--- src/rtl/ilb_pkg.sv ---
// Shared types and constants of the indexed list buffer.
package ilb_pkg;

    // Width of list positions and counts inside the cell row (covers up to 2047 entries).
    localparam int POS_W = 11;
    localparam int VAL_W = 32;

    typedef enum logic [1:0] {
        CMD_INSERT = 2'd0,
        CMD_DELETE = 2'd1,
        CMD_READ   = 2'd2,
        CMD_FIND   = 2'd3
    } cmd_t;

    typedef enum logic [1:0] {
        ST_OK       = 2'd0,
        ST_BADPOS   = 2'd1,
        ST_FULL     = 2'd2,
        ST_NOTFOUND = 2'd3
    } status_t;

    typedef enum logic [1:0] {
        S_IDLE,
        S_EXEC,
        S_WAIT,
        S_FINISH
    } state_t;

    // Control broadcast from the sequencer to every cell of the row.
    typedef struct packed {
        logic             ins;
        logic             del;
        logic             rd;
        logic             fnd;
        logic [POS_W-1:0] at;
        logic [POS_W-1:0] cnt;
        logic [VAL_W-1:0] value;
    } cell_ctl_t;

endpackage

--- src/rtl/ilb_cell.sv ---
// One list cell: holds one entry, shifts with its neighbors and flags a match.
module ilb_cell #(
    parameter int IDX = 0
) (
    input  logic                     aclk,
    input  ilb_pkg::cell_ctl_t       ctl,
    input  logic [ilb_pkg::VAL_W-1:0] left_entry,
    input  logic [ilb_pkg::VAL_W-1:0] right_entry,
    output logic [ilb_pkg::VAL_W-1:0] entry,
    output logic                     hit
);

    localparam logic [ilb_pkg::POS_W-1:0] MY_IDX = ilb_pkg::POS_W'(IDX);

    logic [ilb_pkg::VAL_W-1:0] entry_reg;
    logic [ilb_pkg::VAL_W-1:0] entry_next;

    // Insert opens a gap at the insert position; delete pulls the upper entries down.
    always_comb begin
        entry_next = entry_reg;
        if (ctl.ins) begin
            if (MY_IDX == ctl.at) begin
                entry_next = ctl.value;
            end else if (MY_IDX > ctl.at) begin
                entry_next = left_entry;
            end
        end else if (ctl.del) begin
            if (MY_IDX >= ctl.at) begin
                entry_next = right_entry;
            end
        end
    end

    always_ff @(posedge aclk) begin
        entry_reg <= entry_next;
    end

    // A read selects this cell by position; a find by value within the valid part of the list.
    assign hit = (ctl.rd && (MY_IDX == ctl.at)) ||
                 (ctl.fnd && (entry_reg == ctl.value) && (MY_IDX < ctl.cnt));
    assign entry = entry_reg;

endmodule

--- config.mk ---
export PLATFORM = sky130hd
export DESIGN_NAME = ilb_cell
export DESIGN_NICKNAME = d
export VERILOG_FILES = /design/src/rtl/ilb_pkg.sv /design/src/rtl/ilb_cell.sv
export SDC_FILE = /design/constraint.sdc
export NUM_CORES = 1
export LEC_CHECK = 0
export CORE_MARGIN = 2
export CORE_UTILIZATION = 34
export DETAILED_ROUTE_END_ITERATION = 12
export DONT_BUFFER_PORTS = 1
export GPL_ROUTABILITY_DRIVEN = 1
export PLACE_DENSITY_LB_ADDON = 0.3
export SLEW_MARGIN = 20
export SYNTH_ARGS = -nofsm -noshare
export SYNTH_HDL_FRONTEND = slang
export SYNTH_SLANG_ARGS = --single-unit
--- constraint.sdc ---
create_clock -name aclk -period 4.75 [get_ports aclk]
set_input_delay 1.425 -clock aclk [delete_from_list [all_inputs] [get_ports aclk]]
set_output_delay 1.425 -clock aclk [all_outputs]
set_load 0.02 [all_outputs]
==> reports/qor.yml, run 1 <==
startpoint_type: "input pin"
synth_fa_ha_area_frac: 0
fin_crit_sh: 0.8720
clock_sinks: 32
grt_max_degree: 66
setup_viol: 0
ys_types: 15
ant_nets: 0
numCtsBuffers: 5
drt_pre_antenna_iters: 4
hp-class: "input pin to flop"
worstPathArrival_ns: 2.72
worst_pin_slew_ns: 0.9016
drt-initial-drc-count: 34
synth_fp_nets: 317
crit_type: "input pin to primary output"
leakagePower_nw: 0.9526
cts_root_buffer: "clkbuf_8"
cts_setup_buffers: 0
total_power_mw: 0.6129
end_kind: "primary output"
wire_per_inst_um: 17.80
drive_gt1_frac: 0.05699
ys_seq_area_frac: 0.4674
final-hold-violation-count: 0
area_growth_syn_to_layout_pct: 7.121
finalInstanceArea_mm2: 0.002202
cts_tree: "yes"
gp_congestion: 0.7361
drv_slew: 0
largest_reg_flops: 32
antenna_found_initial: 0
final.setup.worst_slack_ns: 0.6080
synth_xor_area_frac: 0.1363
die_width_um: 81.76
grt_pass1_wl_mm: 6.458
run_status: "complete, no violations"
fin_crit_ns: 4.142
antenna_cells: 0
ir_worst_vdd_v: 0.0001185
crit_path_start: "ctl[30]"
path_clk_slew_ns: 0.07
core_area_mm2: 0.005886
synth_warnings: 0
die_area_mm2: 0.006684
via_per_inst: 5.332
ys_ff_latch: 32
synth_simple_gate_area_frac: 0.1163
cap_violations: 0
cts_resized: 0
cellPowerDensity_mw_per_mm2: 278.3
ctsHoldBuffers: 0
netlist_instances: 194
final_cell_mix: "33 x nor2_1, 32 x mux2i_1, 32 x a21oi_1, 32 x edfxtp_1, 31 x xor2_1"
routed_wl_mm: 4.771
slew_headroom: 0.3975
cp_max_fo: 2
post_synth.cell_area_avg_um2: 10.60
fmax_mhz: 241.4
place_hpwl_mm: 3.638
overflow: 0
place_area_mm2: 0.002095
synth_compound_area_frac: 0.08217
layout_commonest_cell: "nor2_1"
fp-row-count: 28
synth_mux_area_frac: 0.1558
ctsLongestPathBuffers: 2
initial_core_util: 0.3493
rsz0062_at_grt: "no"
io-pin-count: 156
die_h_um: 81.76
final_nets: 315
grt_pass1_vias: 1389
track_usage: 0.1319
syn_area_mm2: 0.002056
cts_max_level: 2
drc: 0
dpl_worst_slack_ns: 0.5297
crit_required_ns: 3.32
setup_tns_ns: 0
cp-endpoint: "hit"
synth_top_family_by_area: "multiplexers"
dr_total_vias: 1429
portBuffers: 0
-- cell type report --
type	instances	area, µm²
repair buffers	2	15.01
inverters	1	3.754
well taps	75	93.84
fillers	577	3684
multi-input cells	150	1021
clock inverters	2	35.03
clock buffers	6	72.57
flip-flops and latches	32	960.9
-- how the worst min path moves through the flow --
stage,depth (start not counted),slack (ns),endpoint,from
finish,1,1.36,entry[20]$_DFFE_PP_,ctl[57]
floorplan,2,1.65,entry[0]$_DFFE_PP_,right_entry[0]
CTS,1,1.34,entry[1]$_DFFE_PP_,ctl[57]
detailed placement,1,1.65,entry[20]$_DFFE_PP_,ctl[57]
global placement,1,1.64,entry[20]$_DFFE_PP_,ctl[57]
global route,1,1.34,entry[11]$_DFFE_PP_,ctl[57]
-- kinds of logic (layout without fill, tap and decap cells) --
logic type	after synthesis	after routing
compound gates	33	33
xor+xnor	32	32
buf+inv	12	11
flops	32	32
mux	32	32
simple gates	53	53
-- report_power, final --
part           internal, mW  leakage, nW  switching [mW]
Clock                 0.156       0.0552           0.102
Sequential            0.313        0.298        0.000270
Combinational        0.0233        0.600          0.0189
Total                 0.492        0.953           0.121
-- critical path, stage by stage --
cell and delay, ns:
xor2_1 0.14, nor4_1 0.47, nand4_1 0.16, o32ai_1 0.32, buf_4 0.20
-- per-layer routing --
layer,share of wire,track usage,vias to the layer above,wire length (µm)
li1,-,-,702,-
met1,0.39,0.1437,625,1878
met3,0.095,0.03736,7,451
met4,0.021,0.05833,0,101
met2,0.49,0.2366,95,2340
met5,0,0,-,0
-- synth_stat cells (all sizes together) --
| library cell | n | area (µm²) |
|---|---|---|
| o32ai | 1 | 8.760 |
| mux2i | 32 | 320.3 |
| edfxtp | 32 | 960.9 |
| xnor2 | 1 | 8.760 |
| inv | 1 | 3.750 |
| buf | 4 | 56.30 |
| xor2 | 31 | 271.5 |
| nand4 | 2 | 12.51 |
| nor2 | 34 | 127.6 |
| nand3 | 3 | 15.01 |
| clkbuf | 7 | 26.28 |
| nor3 | 3 | 15.01 |
| nor4 | 11 | 68.82 |
| a21oi | 32 | 160.2 |
-- stage by stage --
step             util  hold slack [ns]  cells
5_1_grt        0.3742            1.340    268
6_report       0.3742            1.356    268
4_1_cts        0.3742            1.343    268
3_5_place_dp   0.3559            1.648    260
3_3_place_gp   0.3559            1.642    260
2_1_floorplan       -            1.651    194
Power figures use the tool's default switching activity.
==> run 2, diff against run 1 <==
--- a/config.mk
+++ b/config.mk
@@ -5,6 +5,7 @@
 export SDC_FILE = /design/constraint.sdc
 export NUM_CORES = 1
 export LEC_CHECK = 0
+export ABC_AREA = 1
 export CORE_MARGIN = 2
 export CORE_UTILIZATION = 34
 export DETAILED_ROUTE_END_ITERATION = 12
==> reports/qor.yml, run 2 <==
grt_max_degree: 65  # was 66
cts_root_buffer: "clkbuf_8"  # unchanged
drt_pre_antenna_iters: 4  # unchanged
path_clk_slew_ns: 0.07  # about the same
rsz0062_at_grt: "no"  # unchanged
ctsLongestPathBuffers: 2  # unchanged
layout_commonest_cell: "nand2_1"  # was nor2_1
synth_fp_nets: 541  # was 317
crit_path_start: "ctl[16]"  # was ctl[30]
cap_violations: 0  # unchanged
fp-row-count: 31  # was 28
cp.depth: 9  # was 5
die_area_mm2: 0.008186  # was 0.006684 mm²
run_status: "complete, no violations"  # unchanged
critical_path.most_common_cell: "nand2_1"
die_width_um: 90.48  # was 81.76 µm
place_hpwl_mm: 5.252  # was 3.638 mm
overflow: 0  # unchanged
area_growth_syn_to_layout_pct: 5.610  # was 7.121%
cellPowerDensity_mw_per_mm2: 219.4  # was 278.3 mW/mm²
cts_setup_buffers: 0  # unchanged
final_nets: 535  # was 315
cp_max_fo: 3  # was 2
end_kind: "primary output"  # unchanged
gp_congestion: 0.7641  # was 0.7361
worstPathArrival_ns: 2.35  # was 2.72 ns
synth_compound_area_frac: 0.07530  # was 0.08217
die_h_um: 90.48  # was 81.76 µm
drv_slew: 0  # unchanged
synthTopCellsByCount: "177 x nand2_1, 88 x inv_1, 55 x nor2_1"  # was 34 x nor2_1, 32 x a21oi_1, 32 x edfxtp_1, 32 x mux2i_1, 31 x xor2_1
drt-initial-drc-count: 96  # was 34
cp-endpoint: "hit"  # unchanged
synth_simple_gate_area_frac: 0.3617  # was 0.1163
drive_gt1_frac: 0.02421  # was 0.05699
slew_headroom: 0.3369  # was 0.3975
final-hold-violation-count: 0  # unchanged
synthFlopType: "edfxtp_1"  # unchanged
fmax_mhz: 264.9  # was 241.4 MHz
slowest_delay_ns: 0.18  # was 0.47 ns
netlist_instances: 418  # was 194
cts_tree: "yes"  # unchanged
antenna_found_initial: 0  # unchanged
grt_pass1_vias: 2310  # was 1,389
synth_top_family_by_area: "simple AND/OR/NAND/NOR gates"  # was multiplexers
initial_core_util: 0.3505  # was 0.3493
track_usage: 0.1755  # was 0.1319
leakagePower_nw: 1.467  # was 0.9526 nW
ctsHoldBuffers: 0  # unchanged
synth_mux_area_frac: 0  # was 0.1558
wire_per_inst_um: 13.74  # was 17.80 µm
ys_seq_area_frac: 0.3780  # was 0.4674
routed_wl_mm: 7.033  # was 4.771 mm
crit_family: "simple AND/OR/NAND/NOR gates"  # unchanged
dr_total_vias: 2340  # was 1,429
cts_max_level: 2  # unchanged
core_area_mm2: 0.007253  # was 0.005886 mm²
grt_pass1_wl_mm: 11.45  # was 6.458 mm
setup_viol: 0  # unchanged
crit_required_ns: 3.32  # about the same
fin_crit_sh: 0.7947  # was 0.8720
crit_type: "input pin to primary output"  # unchanged
final_cell_mix: "176 x nand2_1, 87 x inv_1, 54 x nor2_1"  # was 33 x nor2_1, 32 x mux2i_1, 32 x a21oi_1, 32 x edfxtp_1, 31 x xor2_1
setup_tns_ns: 0  # unchanged
synth_top_area_cell: "edfxtp_1"  # unchanged
synth_fa_ha_area_frac: 0  # unchanged
slowest_stage: "nand2_1"  # was nor4_1
syn_area_mm2: 0.002542  # was 0.002056 mm²
hold_start: "right_entry[20]"  # was ctl[57]
drc: 0  # unchanged
numCtsBuffers: 5  # unchanged
hold_ws_ns: 1.341  # was 1.356 ns
ys_ff_latch: 32  # unchanged
yosys-top-cells-area: "edfxtp_1 38%, nand2_1 26%, inv_1 13%, nor2_1 8.1%, o21ai_1 5.7%"  # was edfxtp_1 47%, mux2i_1 16%, xor2_1 13%, a21oi_1 7.8%, nor2_1 6.2%
worst_pin_slew_ns: 0.9922  # was 0.9016 ns
largest_reg_flops: 32  # unchanged
fin_crit_ns: 3.775  # was 4.142 ns
post_synth.cell_area_avg_um2: 6.082  # was 10.60 µm²
ys_types: 18  # was 15
synthArstFlopShare: 0  # unchanged
startpoint_type: "input pin"  # unchanged
synth_top_area_frac: 0.3780  # was 0.4674
hold_path_depth: 2  # was 1
cp_num_buf_inv: 1  # unchanged
clock_sinks: 32  # unchanged
synth_xor_area_frac: 0.02411  # was 0.1363
portBuffers: 0  # unchanged
synth_edf_count: 32  # unchanged
antenna_cells: 0  # unchanged
final_util: 0.3702  # was 0.3742
cts_resized: 0  # unchanged
io-pin-count: 156  # unchanged
yosysMostFrequentCell: "nand2_1"  # was nor2_1
via_per_inst: 4.570  # was 5.332
ant_nets: 0  # unchanged
hp-class: "input pin to flop"  # unchanged
ir_worst_vdd_v: 0.00009663  # was 0.0001185 V
crit_chain: "inv_1, nand2_1, nand2_1, nand2_1, nor2_1, nand2_1, nor2_1, nand3_1, nand2_1"  # was xor2_1, nor4_1, nand4_1, o32ai_1, buf_4
synth_warnings: 0  # unchanged
## run 2: layer usage
| layer | vias to the layer above | wire [µm] | track usage |
|---|---|---|---|
| li1 | 1223 | - | - |
| met1 | 1017 | 2982 | 0.2104 |
| met2 | 98 | 3544 | 0.3153 |
| met3 | 2 | 468 | 0.04424 |
| met4 | 0 | 38 | 0.03846 |
| met5 | - | 0 | 0 |
## run 2: stage by stage
stage / total power [mW] / setup WS (ns) / std cells / cell area (µm²)
2_1_floorplan: 0.3763 / 0.7349 / 418 / 2542
3_3_place_gp: 0.3825 / 0.9378 / 504 / 2605
3_5_place_dp: 0.3849 / 0.9385 / 504 / 2605
4_1_cts: 0.5974 / 0.9337 / 512 / 2685
5_1_grt: 0.6246 / 0.8483 / 512 / 2685
6_report: 0.5891 / 0.9751 / 512 / 2685
## run 2: power by group
| group | internal (mW) | switching [mW] |
|---|---|---|
| logic | 0.0278 | 0.0370 |
| clock network | 0.102 | 0.109 |
| registers | 0.313 | 0.000278 |
## run 2: cell families after synthesis
kind of cell | count (synthesis)
AOI/OAI and AO/OA | 37
buffers and inverters | 102
xor gates and xnor gates | 7
DFF | 32
and+or+nand+nor | 240
## run 2: area by class of cell
cell class	instances	area [µm²]
clock buffer	7	76.32
clock inverter	1	3.754
fill	822	4568
inverter	88	330.3
multi-input combinational	284	1182
sequential	32	960.9
tap	99	123.9
timing repair buffer	1	7.507
## run 2: how the worst min path moves through the flow
stage                                     end  slack, ns
after global placement     entry[0]$_DFFE_PP_       1.62
after detailed placement  entry[20]$_DFFE_PP_       1.63
after global routing      entry[25]$_DFFE_PP_       1.34
final                     entry[20]$_DFFE_PP_       1.34
after CTS                 entry[20]$_DFFE_PP_       1.33
after floorplan            entry[0]$_DFFE_PP_       1.62
==> run 3, diff against run 2 <==
==> constraint.sdc (replaced) <==
create_clock -name aclk -period 3.15 [get_ports aclk]
set_input_delay 0.945 -clock aclk [delete_from_list [all_inputs] [get_ports aclk]]
set_output_delay 0.945 -clock aclk [all_outputs]
set_load 0.02 [all_outputs]
==> reports/qor.yml, run 3 (synthesized netlist as in run 2, its figures left out) <==
run_status: "complete, no violations"  # unchanged
multi_input_area_mm2: 0.001182  # unchanged
gr-usage-met3: 0.06427  # was 0.04424
drv_slew: 0  # unchanged
finalInstanceArea_mm2: 0.002715  # was 0.002685 mm²
gp_congestion: 0.7831  # was 0.7641
dr_total_vias: 2329  # was 2,340
cp_max_fo: 3  # unchanged
fin_crit_ns: 2.785
slowest_delay_ns: 0.18  # about the same
drive_gt1_frac: 0.03118  # was 0.02421
cts_setup_buffers: 0  # unchanged
die_width_um: 90.48  # unchanged
drc: 0  # unchanged
numCtsBuffers: 5  # unchanged
pwr-share-comb: 0.112  # was 0.110
p_seq_frac: 0.534  # was 0.531
top_usage_layer: "met2"  # unchanged
final_nets: 539  # was 535
place_area_mm2: 0.002635  # was 0.002605 mm²
cellPowerDensity_mw_per_mm2: 325.3  # was 219.4 mW/mm²
crit_required_ns: 2.20  # was 3.32 ns
grt_max_degree: 35  # was 65
place_hpwl_mm: 5.676  # was 5.252 mm
rsz0062_at_grt: "no"  # unchanged
io-pin-count: 156  # unchanged
cts_root_buffer: "clkbuf_8"  # unchanged
regArea_um2: 960.9  # unchanged
dp_cells: 508  # was 504
cts_tree: "yes"  # unchanged
core_area_mm2: 0.007253  # unchanged
cap_violations: 0  # unchanged
setup_tns_ns: 0  # unchanged
area_growth_syn_to_layout_pct: 6.791  # was 5.610%
crit_family: "simple AND/OR/NAND/NOR gates"  # unchanged
antenna_cells: 0  # unchanged
setup_viol: 0  # unchanged
n_fill_cell: 796  # was 822
slowest_stage: "nand2_1"  # unchanged
end_kind: "primary output"  # unchanged
ctsHoldBuffers: 0  # unchanged
ir_worst_vdd_v: 0.0001279  # was 0.00009663 V
final-hold-violation-count: 0  # unchanged
crit_type: "input pin to primary output"  # unchanged
worst_pin_slew_ns: 0.5879  # was 0.9922 ns
antenna_found_initial: 0  # unchanged
routed_wl_mm: 7.291  # was 7.033 mm
via_per_inst: 4.514  # was 4.570
hp-class: "input pin to flop"  # unchanged
p_switching_mw: 0.2151  # was 0.1464 mW
path_clk_slew_ns: 0.07  # about the same
grt_pass1_wl_mm: 11.35  # was 11.45 mm
p_sw_frac: 0.2435  # was 0.2485
met2_usage: 0.3097  # was 0.3153
final_cell_mix: "176 x nand2_1, 88 x inv_1, 54 x nor2_1"  # was 176 x nand2_1, 87 x inv_1, 54 x nor2_1
initial_core_util: 0.3505  # unchanged
fp-row-count: 31  # unchanged
cp_num_buf_inv: 1  # unchanged
final-instance-count-excl-fill: 516  # was 512
drt_pre_antenna_iters: 5  # was 4
leakagePower_nw: 1.488  # was 1.467 nW
ant_nets: 0  # unchanged
portBuffers: 0  # unchanged
largest_reg_flops: 32  # unchanged
total_power_mw: 0.8833  # was 0.5891 mW
worstPathArrival_ns: 1.84  # was 2.35 ns
clock_sinks: 32  # unchanged
met1_usage: 0.2105  # was 0.2104
crit_chain: "inv_1, nand2_1, nand2_1, nand2_1, nor2_1, nand2_1, nor2_1, nand3_1, nand2_1"  # unchanged
grt_pass1_vias: 2294  # was 2,310
cts_resized: 0  # unchanged
startpoint_type: "input pin"  # unchanged
cts_max_level: 2  # unchanged
slew_headroom: 0.6077  # was 0.3369
wire_per_inst_um: 14.13  # was 13.74 µm
drt-initial-drc-count: 76  # was 96
fin_crit_sh: 0.8842
internal_power_mw: 0.6683  # was 0.4427 mW
die_area_mm2: 0.008186  # unchanged
layout_commonest_cell: "nand2_1"  # unchanged
fmax_mhz: 359.0
critical_path.most_common_cell: "nand2_1"  # unchanged
final.setup.worst_slack_ns: 0.3647  # was 0.9751 ns
die_h_um: 90.48  # unchanged
track_usage: 0.1782  # was 0.1755
clkPwrFrac: 0.354  # was 0.359
overflow: 0  # unchanged
ctsLongestPathBuffers: 2  # unchanged
dpl_worst_slack_ns: 0.3174  # was 0.9385 ns
==> run 3: cell count changes in the layout (fill, tap and decap cells not counted) <==
cell   change
buf_4      +4
inv_2      -1
inv_1      +1
==> run 3: layer usage <==
metal  vias to the layer above  wire (µm)
li1                       1230          -
met1                       992       3166
met2                       102       3459
met3                         5        600
met4                         0         65
met5                         -          0
==> run 3: power by group through the flow <==
stage	logic, mW	clock network [mW]	registers, mW
floorplan	0.0861	0	0.481
global placement	0.0968	0	0.481
detailed placement	0.100	0	0.481
CTS	0.101	0.325	0.472
global route	0.118	0.341	0.472
finish	0.0990	0.312	0.472
==> run 3: per-stage QoR <==
step / utilization / hold slack, ns
3_3_place_gp: 0.3633 / 1.144
4_1_cts: 0.3743 / 0.8480
5_1_grt: 0.3743 / 0.8521
3_5_place_dp: 0.3633 / 1.150
6_report: 0.3743 / 0.8558
2_1_floorplan: - / 1.136
==> run 3: final cells by class <==
type,count,area share
multi-input combinational,284,0.4355
sequential,32,0.3539
inverter,88,0.1217
tap,99,0.04562
clock buffer,7,0.02811
timing repair buffer,5,0.01382
clock inverter,1,0.001382
==> run 3: final timing paths <==
kind                            from            endpoint  cells after the start
worst max-delay path         ctl[16]                 hit                      9
worst min-delay path  right_entry[0]  entry[0]$_DFFE_PP_                      2
